**config.mk**
```make
export PLATFORM = sky130hd
export DESIGN_NAME = drawing_order_field_decoder
export DESIGN_NICKNAME = d
export VERILOG_FILES = /design/src/design/dofd_pkg.sv /design/src/design/dofd_parser.sv /design/src/design/dofd_rec_buf.sv /design/src/design/drawing_order_field_decoder.sv
export SDC_FILE = /design/constraint.sdc
export NUM_CORES = 2
export LEC_CHECK = 0
export BUFFER_PORTS_ARGS = -buffer_cell sky130_fd_sc_hd__buf_4
export CORE_AREA = 10 10 366 368
export DETAILED_ROUTE_END_ITERATION = 8
export DIE_AREA = 0 0 376 378
export GPL_TIMING_DRIVEN = 0
export PLACE_DENSITY = 0.6
export SKIP_LAST_GASP = 1
export SYNTH_ARGS = -nofsm -noshare
export SYNTH_HDL_FRONTEND = slang
export SYNTH_SLANG_ARGS = --single-unit
```
**constraint.sdc**
```tcl
create_clock -name clk -period 34.9 [get_ports clk]
set_input_delay 6.98 -clock clk [delete_from_list [all_inputs] [get_ports clk]]
set_output_delay 6.98 -clock clk [all_outputs]
set_load 0.01 [all_outputs]
```
**src/design/dofd_pkg.sv**
```systemverilog
// ----------------------------------------------------------------------------
// Drawing order field decoder package
// Record layout, record kinds, parse phases and the field table of the
// screen copy and cached bitmap copy orders.
// ----------------------------------------------------------------------------
package dofd_pkg;

	typedef enum logic [2:0] {
		KIND_SCOPY   = 3'd0,
		KIND_CCOPY   = 3'd1,
		KIND_CLIP    = 3'd2,
		KIND_SECSKIP = 3'd3,
		KIND_NONSTD  = 3'd4,
		KIND_FCOUNT  = 3'd5,
		KIND_UNSUP   = 3'd6,
		KIND_SHORT   = 3'd7
	} rec_kind_t;

	typedef enum logic [7:0] {
		PH_CTRL    = 8'b0000_0001,
		PH_SECHDR  = 8'b0000_0010,
		PH_SECSKIP = 8'b0000_0100,
		PH_TYPE    = 8'b0000_1000,
		PH_FSET    = 8'b0001_0000,
		PH_CLIPCTL = 8'b0010_0000,
		PH_CLIP    = 8'b0100_0000,
		PH_BODY    = 8'b1000_0000
	} phase_t;

	typedef enum logic [1:0] {
		FK_COORD = 2'd0,
		FK_BYTE  = 2'd1,
		FK_WORD  = 2'd2
	} fkind_t;

	localparam logic [7:0] ORD_SCOPY   = 8'd2;
	localparam logic [7:0] ORD_CCOPY   = 8'd13;
	localparam logic [7:0] ORD_DEFAULT = 8'd1;
	localparam logic signed [16:0] SEC_EXTRA = 17'sd13;
	localparam logic signed [16:0] SEC_HDR   = 17'sd6;

	localparam int F_STD      = 0;
	localparam int F_SEC      = 1;
	localparam int F_CLIP     = 2;
	localparam int F_NEW      = 3;
	localparam int F_DIFF     = 4;
	localparam int F_SAMECLIP = 5;

	typedef struct packed {
		fkind_t     kind;
		logic [4:0] fbit;
		logic [3:0] tgt;
	} fdesc_t;

	typedef struct packed {
		rec_kind_t   kind;
		logic [15:0] dst_x;
		logic [15:0] dst_y;
		logic [15:0] width;
		logic [15:0] height;
		logic [15:0] src_x;
		logic [15:0] src_y;
		logic [7:0]  cache_id;
		logic [15:0] cache_index;
		logic [15:0] order_length;
		logic        last;
	} rec_t;

	typedef struct packed {
		logic [1:0] n;
		rec_t       r0;
		rec_t       r1;
	} rec_pair_t;

	// Entries 0 to 6 belong to the screen copy, 7 to 15 to the cached copy.
	function automatic fdesc_t fdesc(input logic [3:0] i);
		fdesc_t d;
		case (i)
			4'd0:    d = '{FK_COORD, 5'd0, 4'd0};
			4'd1:    d = '{FK_COORD, 5'd1, 4'd1};
			4'd2:    d = '{FK_COORD, 5'd2, 4'd2};
			4'd3:    d = '{FK_COORD, 5'd3, 4'd3};
			4'd4:    d = '{FK_BYTE,  5'd4, 4'd6};
			4'd5:    d = '{FK_COORD, 5'd5, 4'd4};
			4'd6:    d = '{FK_COORD, 5'd6, 4'd5};
			4'd7:    d = '{FK_WORD,  5'd0, 4'd14};
			4'd8:    d = '{FK_COORD, 5'd1, 4'd7};
			4'd9:    d = '{FK_COORD, 5'd2, 4'd8};
			4'd10:   d = '{FK_COORD, 5'd3, 4'd9};
			4'd11:   d = '{FK_COORD, 5'd4, 4'd10};
			4'd12:   d = '{FK_BYTE,  5'd5, 4'd13};
			4'd13:   d = '{FK_COORD, 5'd6, 4'd11};
			4'd14:   d = '{FK_COORD, 5'd7, 4'd12};
			default: d = '{FK_WORD,  5'd8, 4'd15};
		endcase
		return d;
	endfunction

endpackage

```
**src/design/dofd_parser.sv**
```systemverilog
// ----------------------------------------------------------------------------
// Drawing order parser
// Holds the order state and turns one stream byte into up to two records.
// ----------------------------------------------------------------------------
module dofd_parser #(
	parameter int NUM_ORDER_TYPES = 32,
	parameter int COORD_BITS = 16
) (
	input  logic                 clk,
	input  logic                 arst_n,
	input  logic                 go,
	input  logic [7:0]           order_byte,
	input  logic                 end_of_buffer,
	output dofd_pkg::rec_pair_t  pair
);
	import dofd_pkg::*;

	localparam int CW = COORD_BITS;

	phase_t             phase_q, n_phase;
	logic [7:0]         cf_q, n_cf;
	logic [23:0]        fpf_q, n_fpf;
	logic [7:0]         ord_q, n_ord;
	logic [15:0]        cnt_q, n_cnt;
	logic [15:0]        part_q, n_part;
	logic [15:0]        obc_q, n_obc;
	logic [4:0]         step_q, n_step;
	logic [7:0]         clipctl_q, n_clipctl;
	logic [CW-1:0]      clip_q [4];
	logic [CW-1:0]      n_clip [4];
	logic [CW-1:0]      scr_q [6];
	logic [CW-1:0]      n_scr [6];
	logic [CW-1:0]      cc_q [6];
	logic [CW-1:0]      n_cc [6];
	logic [15:0]        ids_q [2];
	logic [15:0]        n_ids [2];

	logic               go_type, go_fset, go_clip, go_begin, go_body;
	logic               fail, fin;
	rec_kind_t          fk;
	logic [1:0]         flen;
	logic [15:0]        v;
	logic               done;
	fdesc_t             d;
	logic [1:0]         base;
	logic               found;
	logic [4:0]         fidx;
	logic [1:0]         flen2;
	logic [4:0]         fend;
	logic signed [16:0] sz;
	logic [CW-1:0]      cw_v;
	logic signed [CW-1:0] x0, y0, x1, y1, w, h, cx0, cy0, cx1, cy1;

	function automatic logic [CW-1:0] sx8(input logic [7:0] a);
		return {{(CW-8){a[7]}}, a};
	endfunction

	function automatic logic [CW-1:0] sx16(input logic [15:0] a);
		return {{(CW-16){a[15]}}, a};
	endfunction

	function automatic logic [1:0] blen(input logic [3:0] i, input logic [23:0] f,
			input logic [7:0] c);
		fdesc_t e;
		e = fdesc(i);
		if (!f[e.fbit]) return 2'd0;
		if (e.kind == FK_BYTE) return 2'd1;
		if (e.kind == FK_WORD) return 2'd2;
		return c[F_DIFF] ? 2'd1 : 2'd2;
	endfunction

	function automatic logic [1:0] clen(input logic [1:0] i, input logic [7:0] c);
		if (c[3'd4 + 3'(i)]) return 2'd1;
		return c[i] ? 2'd2 : 2'd0;
	endfunction

	function automatic rec_t mk(input rec_kind_t k, input logic [15:0] a, input logic [15:0] b,
			input logic [15:0] c, input logic [15:0] e, input logic [15:0] f,
			input logic [15:0] g, input logic [7:0] id, input logic [15:0] idx,
			input logic [15:0] len);
		return '{k, a, b, c, e, f, g, id, idx, len, 1'b0};
	endfunction

	always_comb begin
		n_phase = phase_q;
		n_cf = cf_q;
		n_fpf = fpf_q;
		n_ord = ord_q;
		n_cnt = cnt_q;
		n_part = part_q;
		n_step = step_q;
		n_clipctl = clipctl_q;
		n_clip = clip_q;
		n_scr = scr_q;
		n_cc = cc_q;
		n_ids = ids_q;
		go_type = 1'b0;
		go_fset = 1'b0;
		go_clip = 1'b0;
		go_begin = 1'b0;
		go_body = 1'b0;
		fail = 1'b0;
		fin = 1'b0;
		fk = KIND_SHORT;
		flen = 2'd0;
		v = 16'd0;
		done = 1'b0;
		d = fdesc(step_q[3:0]);
		base = 2'd0;
		found = 1'b0;
		fidx = 5'd0;
		flen2 = 2'd0;
		fend = 5'd0;
		sz = 17'sd0;
		cw_v = '0;
		pair = '0;

		if (phase_q == PH_CTRL) begin
			n_obc = 16'd1;
		end else if (obc_q != 16'hffff) begin
			n_obc = obc_q + 16'd1;
		end else begin
			n_obc = obc_q;
		end

		unique case (phase_q)
			PH_CTRL: begin
				if (!order_byte[F_STD]) begin
					fail = 1'b1;
					fk = KIND_NONSTD;
				end else if (order_byte[F_SEC]) begin
					n_part = 16'd0;
					n_phase = PH_SECHDR;
				end else begin
					n_cf = order_byte;
					if (order_byte[F_NEW]) n_phase = PH_TYPE;
					else go_type = 1'b1;
				end
			end
			PH_SECHDR: begin
				sz = $signed({part_q[15], part_q}) + SEC_EXTRA;
				if (n_obc == 16'd2) begin
					n_part = {8'd0, order_byte};
				end else if (n_obc == 16'd3) begin
					n_part = {order_byte, part_q[7:0]};
				end else if (n_obc >= 16'd6) begin
					if (sz < SEC_HDR) begin
						fail = 1'b1;
						fk = KIND_SHORT;
					end else if (sz == SEC_HDR) begin
						fail = 1'b1;
						fk = KIND_SECSKIP;
					end else begin
						n_cnt = 16'(sz - SEC_HDR);
						n_phase = PH_SECSKIP;
					end
				end
			end
			PH_SECSKIP: begin
				if (cnt_q != 16'd0) n_cnt = cnt_q - 16'd1;
				if (n_cnt == 16'd0) begin
					fail = 1'b1;
					fk = KIND_SECSKIP;
				end
			end
			PH_TYPE: begin
				n_ord = ({1'b0, order_byte} >= 9'(NUM_ORDER_TYPES)) ? ORD_DEFAULT : order_byte;
				go_type = 1'b1;
			end
			PH_FSET: begin
				case (step_q[1:0])
					2'd0: n_fpf[7:0] = fpf_q[7:0] | order_byte;
					2'd1: n_fpf[15:8] = fpf_q[15:8] | order_byte;
					2'd2: n_fpf[23:16] = fpf_q[23:16] | order_byte;
					default: n_fpf = fpf_q;
				endcase
				n_step = step_q + 5'd1;
				if (cnt_q != 16'd0) n_cnt = cnt_q - 16'd1;
				if (n_cnt == 16'd0) go_fset = 1'b1;
			end
			PH_CLIPCTL: begin
				n_clipctl = order_byte;
				n_step = 5'd0;
				go_clip = 1'b1;
			end
			PH_CLIP: begin
				flen = clen(step_q[1:0], clipctl_q);
				if (flen == 2'd2 && cnt_q == 16'd2) begin
					n_part = {8'd0, order_byte};
					n_cnt = 16'd1;
				end else begin
					v = (flen == 2'd2) ? {order_byte, part_q[7:0]} : {8'd0, order_byte};
					n_cnt = 16'd0;
					if (flen == 2'd1) begin
						n_clip[step_q[1:0]] = clip_q[step_q[1:0]] + sx8(v[7:0]);
					end else begin
						n_clip[step_q[1:0]] = sx16(v) + CW'(step_q[1]);
					end
					n_step = step_q + 5'd1;
					go_clip = 1'b1;
				end
			end
			PH_BODY: begin
				flen = blen(step_q[3:0], fpf_q, cf_q);
				if (flen == 2'd2 && cnt_q == 16'd2) begin
					n_part = {8'd0, order_byte};
					n_cnt = 16'd1;
				end else begin
					v = (flen == 2'd2) ? {order_byte, part_q[7:0]} : {8'd0, order_byte};
					n_cnt = 16'd0;
					done = 1'b1;
					n_step = step_q + 5'd1;
					go_body = 1'b1;
				end
			end
			default: begin
				n_phase = PH_CTRL;
			end
		endcase

		if (done) begin
			if (d.kind == FK_COORD) begin
				cw_v = sx16(v);
			end else begin
				cw_v = CW'(v);
			end
			case (d.tgt)
				4'd0, 4'd1, 4'd2, 4'd3, 4'd4, 4'd5: begin
					if (d.kind == FK_COORD && flen == 2'd1) begin
						n_scr[3'(d.tgt)] = scr_q[3'(d.tgt)] + sx8(v[7:0]);
					end else begin
						n_scr[3'(d.tgt)] = cw_v;
					end
				end
				4'd7, 4'd8, 4'd9, 4'd10, 4'd11, 4'd12: begin
					if (d.kind == FK_COORD && flen == 2'd1) begin
						n_cc[3'(d.tgt - 4'd7)] = cc_q[3'(d.tgt - 4'd7)] + sx8(v[7:0]);
					end else begin
						n_cc[3'(d.tgt - 4'd7)] = cw_v;
					end
				end
				4'd14: n_ids[0] = v;
				4'd15: n_ids[1] = v;
				default: n_ids = n_ids;
			endcase
		end

		if (go_type) begin
			base = (n_ord == ORD_SCOPY) ? 2'd1 : (n_ord == ORD_CCOPY) ? 2'd2 : 2'd0;
			if (n_cf[7:6] > base) begin
				fail = 1'b1;
				fk = KIND_FCOUNT;
			end else begin
				n_fpf = 24'd0;
				if (base != n_cf[7:6]) begin
					n_cnt = 16'(base - n_cf[7:6]);
					n_step = 5'd0;
					n_phase = PH_FSET;
				end else begin
					go_fset = 1'b1;
				end
			end
		end

		if (go_fset) begin
			if (n_cf[F_CLIP] && !n_cf[F_SAMECLIP]) n_phase = PH_CLIPCTL;
			else go_begin = 1'b1;
		end

		if (go_clip) begin
			for (int i = 3; i >= 0; i--) begin
				if (5'(i) >= n_step && clen(2'(i), n_clipctl) != 2'd0) begin
					found = 1'b1;
					fidx = 5'(i);
				end
			end
			if (found) begin
				flen2 = clen(fidx[1:0], n_clipctl);
				n_step = fidx;
				n_cnt = 16'(flen2);
				n_part = 16'd0;
				n_phase = PH_CLIP;
			end else begin
				go_begin = 1'b1;
			end
		end

		if (go_begin) begin
			if (n_ord != ORD_SCOPY && n_ord != ORD_CCOPY) begin
				fail = 1'b1;
				fk = KIND_UNSUP;
			end else begin
				n_step = (n_ord == ORD_SCOPY) ? 5'd0 : 5'd7;
				go_body = 1'b1;
			end
		end

		if (go_body) begin
			found = 1'b0;
			fidx = 5'd0;
			fend = (n_ord == ORD_SCOPY) ? 5'd7 : 5'd16;
			for (int i = 15; i >= 0; i--) begin
				if (5'(i) >= n_step && 5'(i) < fend && blen(4'(i), n_fpf, n_cf) != 2'd0) begin
					found = 1'b1;
					fidx = 5'(i);
				end
			end
			if (found) begin
				flen2 = blen(fidx[3:0], n_fpf, n_cf);
				n_step = fidx;
				n_cnt = 16'(flen2);
				n_part = 16'd0;
				n_phase = PH_BODY;
			end else begin
				fin = 1'b1;
				n_phase = PH_CTRL;
			end
		end

		if (fail) n_phase = PH_CTRL;

		if (n_phase != PH_CTRL && end_of_buffer) begin
			fail = 1'b1;
			fk = KIND_SHORT;
			n_phase = PH_CTRL;
		end

		x0 = n_scr[0];
		y0 = n_scr[1];
		w = n_scr[2];
		h = n_scr[3];
		x1 = n_scr[0] + n_scr[2];
		y1 = n_scr[1] + n_scr[3];
		cx0 = n_clip[0];
		cy0 = n_clip[1];
		cx1 = n_clip[2];
		cy1 = n_clip[3];
		if (n_cf[F_CLIP]) begin
			if (x0 < cx1 && cx0 < x1 && y0 < cy1 && cy0 < y1) begin
				if (cx0 > x0) x0 = cx0;
				if (cy0 > y0) y0 = cy0;
				if (cx1 < x1) x1 = cx1;
				if (cy1 < y1) y1 = cy1;
				w = x1 - x0;
				h = y1 - y0;
			end else begin
				w = '0;
				h = '0;
			end
		end

		if (fail) begin
			pair.n = 2'd1;
			pair.r0 = mk(fk, 16'd0, 16'd0, 16'd0, 16'd0, 16'd0, 16'd0, 8'd0, 16'd0, n_obc);
			pair.r0.last = 1'b1;
		end else if (fin) begin
			if (n_ord == ORD_SCOPY) begin
				pair.n = 2'd1;
				pair.r0 = mk(KIND_SCOPY, x0[15:0], y0[15:0], w[15:0], h[15:0],
					n_scr[4][15:0], n_scr[5][15:0], 8'd0, 16'd0, n_obc);
				pair.r0.last = 1'b1;
			end else begin
				pair.r0 = mk(KIND_CCOPY, n_cc[0][15:0], n_cc[1][15:0], n_cc[2][15:0],
					n_cc[3][15:0], n_cc[4][15:0], n_cc[5][15:0], n_ids[0][7:0], n_ids[1],
					n_obc);
				if (n_cf[F_CLIP]) begin
					pair.n = 2'd2;
					cx1 = n_clip[2] - n_clip[0];
					cy1 = n_clip[3] - n_clip[1];
					pair.r1 = mk(KIND_CLIP, n_clip[0][15:0], n_clip[1][15:0], cx1[15:0],
						cy1[15:0], 16'd0, 16'd0, 8'd0, 16'd0, n_obc);
					pair.r1.last = 1'b1;
				end else begin
					pair.n = 2'd1;
					pair.r0.last = 1'b1;
				end
			end
		end
	end

	always_ff @(posedge clk or negedge arst_n) begin
		if (!arst_n) begin
			phase_q <= PH_CTRL;
			cf_q <= 8'd0;
			fpf_q <= 24'd0;
			ord_q <= ORD_DEFAULT;
			cnt_q <= 16'd0;
			part_q <= 16'd0;
			obc_q <= 16'd0;
			step_q <= 5'd0;
			clipctl_q <= 8'd0;
			clip_q <= '{default: '0};
			scr_q <= '{default: '0};
			cc_q <= '{default: '0};
			ids_q <= '{default: '0};
		end else if (go) begin
			phase_q <= n_phase;
			cf_q <= n_cf;
			fpf_q <= n_fpf;
			ord_q <= n_ord;
			cnt_q <= n_cnt;
			part_q <= n_part;
			obc_q <= n_obc;
			step_q <= n_step;
			clipctl_q <= n_clipctl;
			clip_q <= n_clip;
			scr_q <= n_scr;
			cc_q <= n_cc;
			ids_q <= n_ids;
		end
	end

endmodule

```
**src/design/dofd_rec_buf.sv**
```systemverilog
// ----------------------------------------------------------------------------
// Drawing order record buffer
// Result register that holds the records of one byte and hands them out in order.
// ----------------------------------------------------------------------------
module dofd_rec_buf (
	input  logic                clk,
	input  logic                arst_n,
	input  logic                go,
	input  dofd_pkg::rec_pair_t pair,
	output logic                free,
	output logic                rec_valid,
	input  logic                rec_stall,
	output dofd_pkg::rec_t      rec
);
	import dofd_pkg::*;

	rec_t       r0_q, r1_q;
	logic [1:0] rem_q;
	logic       sel_q;
	logic       take;

	assign rec_valid = (rem_q != 2'd0);
	assign take = rec_valid && !rec_stall;
	assign free = (rem_q == 2'd0) || (rem_q == 2'd1 && take);
	assign rec = sel_q ? r1_q : r0_q;

	always_ff @(posedge clk) begin
		if (go && free) begin
			r0_q <= pair.r0;
			r1_q <= pair.r1;
		end
	end

	always_ff @(posedge clk or negedge arst_n) begin
		if (!arst_n) begin
			rem_q <= 2'd0;
			sel_q <= 1'b0;
		end else if (go && free) begin
			rem_q <= pair.n;
			sel_q <= 1'b0;
		end else if (take) begin
			if (rem_q == 2'd1) begin
				rem_q <= 2'd0;
			end else begin
				rem_q <= 2'd1;
				sel_q <= 1'b1;
			end
		end
	end

endmodule

```
**src/design/drawing_order_field_decoder.sv**
```systemverilog
// ----------------------------------------------------------------------------
// Drawing order field decoder
// Parses a remote-desktop primary drawing order stream into copy records.
// ----------------------------------------------------------------------------
// The block takes one stream word per cycle unless byte_stall is high, and
// delivers the records it causes in order: one record for a finished order
// or an error, two for a clipped cached copy. A word passes through an input
// register, the parser logic and a result register before its first record
// is valid. The result register takes a new word's records only once it is
// free, so a word that yields two records holds the input while the result
// register drains.
module drawing_order_field_decoder #(
	parameter int NUM_ORDER_TYPES = 32,
	parameter int COORD_BITS = 16
) (
	input  logic               clk,
	input  logic               arst_n,
	input  logic               byte_valid,
	output logic               byte_stall,
	input  logic [7:0]         order_byte,
	input  logic               end_of_buffer,
	output logic               rec_valid,
	input  logic               rec_stall,
	output logic [2:0]         rec_kind,
	output logic signed [15:0] dst_x,
	output logic signed [15:0] dst_y,
	output logic signed [15:0] width,
	output logic signed [15:0] height,
	output logic signed [15:0] src_x,
	output logic signed [15:0] src_y,
	output logic [7:0]         cache_id,
	output logic [15:0]        cache_index,
	output logic [15:0]        order_length,
	output logic               last
);
	import dofd_pkg::*;

	logic       valid_s1;
	logic [7:0] byte_s1;
	logic       eob_s1;
	logic       free;
	logic       go;
	rec_pair_t  pair;
	rec_t       rec;

	assign go = valid_s1 && free;
	assign byte_stall = valid_s1 && !free;

	always_ff @(posedge clk) begin
		if (byte_valid && !byte_stall) begin
			byte_s1 <= order_byte;
			eob_s1 <= end_of_buffer;
		end
	end

	always_ff @(posedge clk or negedge arst_n) begin
		if (!arst_n) begin
			valid_s1 <= 1'b0;
		end else if (byte_valid && !byte_stall) begin
			valid_s1 <= 1'b1;
		end else if (go) begin
			valid_s1 <= 1'b0;
		end
	end

	dofd_parser #(
		.NUM_ORDER_TYPES(NUM_ORDER_TYPES),
		.COORD_BITS(COORD_BITS)
	) u_parser (
		.clk(clk),
		.arst_n(arst_n),
		.go(go),
		.order_byte(byte_s1),
		.end_of_buffer(eob_s1),
		.pair(pair)
	);

	dofd_rec_buf u_rec_buf (
		.clk(clk),
		.arst_n(arst_n),
		.go(go),
		.pair(pair),
		.free(free),
		.rec_valid(rec_valid),
		.rec_stall(rec_stall),
		.rec(rec)
	);

	assign rec_kind = rec.kind;
	assign dst_x = rec.dst_x;
	assign dst_y = rec.dst_y;
	assign width = rec.width;
	assign height = rec.height;
	assign src_x = rec.src_x;
	assign src_y = rec.src_y;
	assign cache_id = rec.cache_id;
	assign cache_index = rec.cache_index;
	assign order_length = rec.order_length;
	assign last = rec.last;

endmodule

```
Yosys cells after proc, flatten, opt, wreduce, memory -nomap -nowiden
Memories as Yosys holds them, arrays and structs flattened.
Cells that the tools add are included.
- eq/ne operators: 76
- multiplexer cells: 637
- bitwise operators: 9
- magnitude comparators: 76
- add/subtract/negate cells: 19
- reductions and logical operators: 97
- operators with widths (cell ; number):
    two-way mux 16 bit ; 62
    two-way mux 96 bit ; 6
    bitwise mux 96 bit ; 4
    two-way mux 2 bit ; 160
    two-way mux 142 bit ; 2
    two-way mux 282 bit ; 1
    two-way mux 140 bit ; 2
    two-way mux 1 bit ; 262
    two-way mux 8 bit ; 29
    two-way mux 11 bit ; 19
    two-way mux 64 bit ; 3
    two-way mux 139 bit ; 1
    bitwise mux 64 bit ; 2
    < comparator 5 x 6 -> 1 bit (second input constant) ; 18
    binary-select mux 16 bit (select 3 bit) ; 2
    demux 16 bit (select 3 bit) ; 2
    < comparator 16 bit ; 6
    two-way mux 24 bit ; 4
    binary-select mux 1 bit (select 5 bit) ; 18
    adder 16 bit ; 5
    one-hot mux 16 bit (5 select lines) ; 1
    two-way mux 5 bit ; 14
    two-way mux 4 bit ; 16
    one-hot mux 16 bit (4 select lines) ; 1
    81 further kinds ; 274
- memories kept: 3
- bits in registers: 681
- input port bits: 13
- ROM bits: 480
- output and inout port bits: 142
- memory list (name ; words ; width ; rd ports ; clocked after memory_dff ; write ports ; RTL line ; RTL):
    (name not given) ; 16 ; 10 ; 1 ; 0 ; 0 ; dofd_pkg.sv:78 ; case (i)
    (name not given) ; 16 ; 10 ; 1 ; 0 ; 0 ; dofd_pkg.sv:78 ;
    (name not given) ; 16 ; 10 ; 1 ; 0 ; 0 ; dofd_pkg.sv:78 ;

Longest topological paths before layout
An unclocked memory read counts as a cell.
- depth after elaboration: 85
- gate-level depth with buffers: 70

Modules after synthesis
Synthesis repeated with hierarchy kept, for this count alone.
- cells, all modules: 5138
- area total of the unflattened synthesis: 47108.9 um2
- by module, submodules not included (module ; area an instance (um2) ; seq. area each (um2) ; cells an instance ; instances):
    dofd_parser ; 36202.2 ; 9461.6 ; 4672 ; 1
    dofd_rec_buf ; 10572.6 ; 8483.1 ; 451 ; 1
    drawing_order_field_decoder ; 334.1 ; 295.3 ; 15 ; 1

Worst setup path after synthesis
OpenSTA, ideal clock, no wires.
- path type: input to register
- from: input rec_stall
- to: register u_rec_buf.r0_q[0] in the netlist's numbering, enable pin
- setup time: 0.671 ns
- path slack: 20.194 ns
- required time: 34.229 ns
- cell stages on the path: 6
- arrival: 14.035 ns
- cells stage by stage: nand2_1 nand2b_1 inv_1 clkbuf_1 clkbuf_1 clkbuf_1
- word-level cells in the longest chain between the ends: 6
- RTL lines (what ; RTL line ; RTL):
    start: declaration ; drawing_order_field_decoder.sv:23 ; input logic rec_stall,
    zero test 1 bit ; dofd_rec_buf.sv:23 ; assign take = rec_valid && !rec_stall;
    logical AND 1 bit ; dofd_rec_buf.sv:23 ;
    logical AND 1 bit ; dofd_rec_buf.sv:24 ; assign free = (rem_q == 2'd0) || (rem_q == 2'd1 && take);
    logical OR 1 bit ; dofd_rec_buf.sv:24 ;
    logical AND 1 bit ; drawing_order_field_decoder.sv:46 ; assign go = valid_s1 && free;
    named net go ; drawing_order_field_decoder.sv:42 ; logic go;
    logical AND 1 bit ; dofd_rec_buf.sv:28 ; if (go && free) begin
    end signal: assignment ; dofd_rec_buf.sv:29 ; r0_q <= pair.r0;
    end: declaration ; dofd_rec_buf.sv:17 ; rec_t r0_q, r1_q;
The timed path passes the listed nets, and every way through them passes these cells.
A chain may end at the register's enable or synchronous reset.

==> key figures <==
Global routing
  • First-pass GRT wire length: 284000 um
  • Tot GR Track Use: 27.1%
  • Gr ovfl total: 0
  • Initial antenna violation count: 4
  • Vias in the first global route: 39787
  • Largest net degree at the start of global routing: 113

Clock tree
  • Max clock buf depth: 3
  • CTS Sinks: 612
  • Post-CTS Resized: 0
  • Number of buffers created by CTS: 76
  • CTS Root Cell: clkbuf_16
  • H-Tree Depth: 3
  • Setup bufs post-CTS: 0
  • CTS tree: built
  • Clk pin slew, worst setup/hold paths: 0.06 ns
  • Cts hold-fix bufs: 0
  • Clock latency on the worst-skew pair: 0.72 ns

Yosys
  • Yosys top cell area share: 21.6%
  • Top_reg_cell synth: dfrtp_1
  • Cell area after synthesis: 44100 um^2
  • YS warnings: 0
  • Count leader, synth: nand2_1
  • Post-synth net total: 5480
  • Mapped Cells: 5173
  • Synth cell count leaders: nand2_1, nor2_1, o21ai_0
  • Syn Area/Cell: 8.52 um^2
  • Synth top area cells: dfrtp_1, edfxtp_1, ha_1
  • Flops & latches, synth: 612
  • Post-synth top area cell: dfrtp_1
  • Ys async rst share: 62.4%
  • Post-synthesis sequential area ratio: 37.4%
  • Library cells used by synthesis: 116
  • EDFF count, synth: 230

Pwr
  • PD cells: 101 nW/um^2
  • Leakage power: 20.8 nW
  • Switching power of the nets: 2.54 mW
  • Peak VDD IR: 0.0843 mV
  • Clk pwr share: 15.7%
  • Flop pwr share: 19.0%
  • Internal power: 2.52 mW
  • Net Sw Frac: 50.2%
  • Comb pwr share: 65.2%
  • Power, Total: 5.06 mW

STA
  • Post-layout min period: 17.67 ns
  • Clock skew: 0.0415 ns
  • Worst slew margin: -3.00%
  • Setup TNS: 0 ns
  • Final setup vio count: 0
  • Worst hold slack: 0.472 ns
  • Measured slew at the worst slew-check pin: 1.55 ns
  • Highest clock rate: 56.6 MHz
  • Final Hold Fails: 0
  • RSZ-0062 raised after global routing: false
  • Slew Viols, Final: 6
  • Final WS setup: 17.23 ns
  • Final worst-path cycle share: 50.6%

Floorplanning
  • Die Footprint: 142000 um^2
  • I/O pin total: 155
  • Die H: 378 um
  • Row count: 131
  • Initial Util: 34.8%
  • Die width: 376 um
  • Core area: 127000 um^2

Route
  • Drt drc: 0
  • Routed wire length: 200000 um
  • Wire per inst: 27.9 um
  • ANT nets after route: 0
  • Vias/cell: 5.90
  • DR pass1 iterations: 6
  • Detailed Route Iter0 Violations: 4852
  • Total number of vias: 42149

Worst setup path
  • CP required: 35.35 ns
  • Worst Setup Path Type: flop to flop
  • CP bufs+invs: 11
  • Startpoint Class: flop
  • Slowest stage cell, crit path: a21boi_1
  • Top delay family on crit path: compound AO/OA/AOI/OAI gates
  • Crit Path Max Fanout: 10
  • Worst path max stage delay: 0.91 ns
  • Top cell by count, worst path: o21ai_0
  • Crit path capture type: flop
  • Critical Path AT: 18.12 ns

Place
  • Gpl congestion: 1.02
  • Port buffer count: 154
  • Detailed placer's ending HPWL: 157000 um
  • Dpl ws: 17.84 ns

Layout
  • Filler cells: 12873
  • Area growth syn-to-layout: 13.5%
  • Fin nets: 5722
  • Share of cells above drive strength 1: 9.90%

Hold path
  • Hold crit path type: flop to flop

Status
  • Violated checks: max-capacitance violations, max-slew violations
  • Status: complete, but fails checks

Job
  • Max cap viols: 1
[cell families (layout without fill, tap and decap cells)]
kind of cell	after synthesis	count (layout)	synth area share [%]
AOI/OAI and AO/OA	1476	1476	20.9
xor gates and xnor gates	160	160	3.21
adders and majority gates	294	294	8.52
buffers and inverters	546	850	4.78
DFF	612	612	37.4
muxes	223	223	6.16
other	0	3	0
and+or+nand+nor	1862	1862	19.1
[worst paths after layout]
check | startpoint | endpoint | slack (ns) | depth (start not counted)
min reg2reg | u_parser.ord_q[4] | u_parser.ord_q[4] | 0.47 | 2
max in group asynchronous | arst_n | u_parser.cc_q[49] | 27.07 | 3
max | u_parser.step_q[0] | u_rec_buf.r0_q[88] | 17.23 | 61
min | u_parser.ord_q[4] | u_parser.ord_q[4] | 0.47 | 2
max reg2reg | u_parser.step_q[0] | u_rec_buf.r0_q[88] | 17.23 | 61
min in group asynchronous | arst_n | u_parser.ord_q[7] | 6.23 | 1
[routing by layer]
layer | share of wire, % | vias to the layer above | global-route usage [%]
li1 | - | 18886 | -
met1 | 41 | 20609 | 35.4
met2 | 43 | 2147 | 41.2
met3 | 9.5 | 507 | 6.98
met4 | 6.0 | 0 | 13.9
met5 | 0 | - | 0
[placed cells by master, fill, tap and decap left out, types with 46 or more instances in the layout]
cell and instances:
nand3_1 55, dfrtp_1 380, clkbuf_1 287, mux2_2 116, o21ai_0 451, nor2_1 549
edfxtp_1 230, o211ai_1 70, xnor2_1 118, nand2b_1 49, mux2i_1 77, clkbuf_16 76
nor2b_1 104, a21o_1 61, nand2_1 787, nor3_1 81, a21oi_1 379, ha_1 284
inv_1 229, a211oi_1 102, buf_4 157, o21bai_1 46
[final cells by class]
cell class                      instances  area [um^2]  area share (%)
Multi-Input combinational cell       4015        25500            51.0
Sequential cell                       612        16500            32.9
Clock inverter                         42          415           0.830
Buffer                                317         1250            2.51
Inverter                              229          860            1.72
Clock buffer                           98         2030            4.07
Antenna cell                            3         7.51          0.0150
Timing Repair Buffer                  164         1380            2.76
Tap cell                             1662         2080            4.16
[tightest hold or removal path, stage by stage, from the launching register on]
cell     delay (ns)
dfrtp_1        0.34
nand2_1        0.05
nand2_1        0.05
[power by group through the flow]
stage | combinational, mW | clock (mW) | sequential, mW
floorplan | 2.26 | 0 | 0.949
global placement | 3.17 | 0 | 0.995
detailed placement | 3.19 | 0 | 0.972
CTS | 3.21 | 0.807 | 0.960
global route | 3.57 | 0.834 | 0.974
finish | 3.30 | 0.797 | 0.964
[through the flow]
step	util [%]	cell area (um^2)	instances
floorplan	-	44100	5173
detailed placement	37.5	47600	6999
CTS	39.5	50000	7139
global route	39.5	50000	7139
finish	39.5	50000	7142
global placement	37.3	47300	6989
[flip-flops by register name, indices dropped and copies added, names as in the netlist]
signal	flops
u_parser.step_q	5
u_parser.cf_q	5
u_parser.scr_q	96
u_parser.ids_q	24
u_rec_buf.r0_q	140
u_parser.cc_q	96
u_parser.clipctl_q	8
u_parser.clip_q	64
u_parser.cnt_q	16
u_rec_buf.r1_q	81
u_parser.ord_q	8
valid_s1	1
eob_s1	1
u_rec_buf.rem_q	2
byte_s1	8
u_parser.fpf_q	16
u_parser.obc_q	16
u_parser.part_q	16
u_parser.phase_q	8
u_rec_buf.sel_q	1
(Power assumes the default switching activity.)
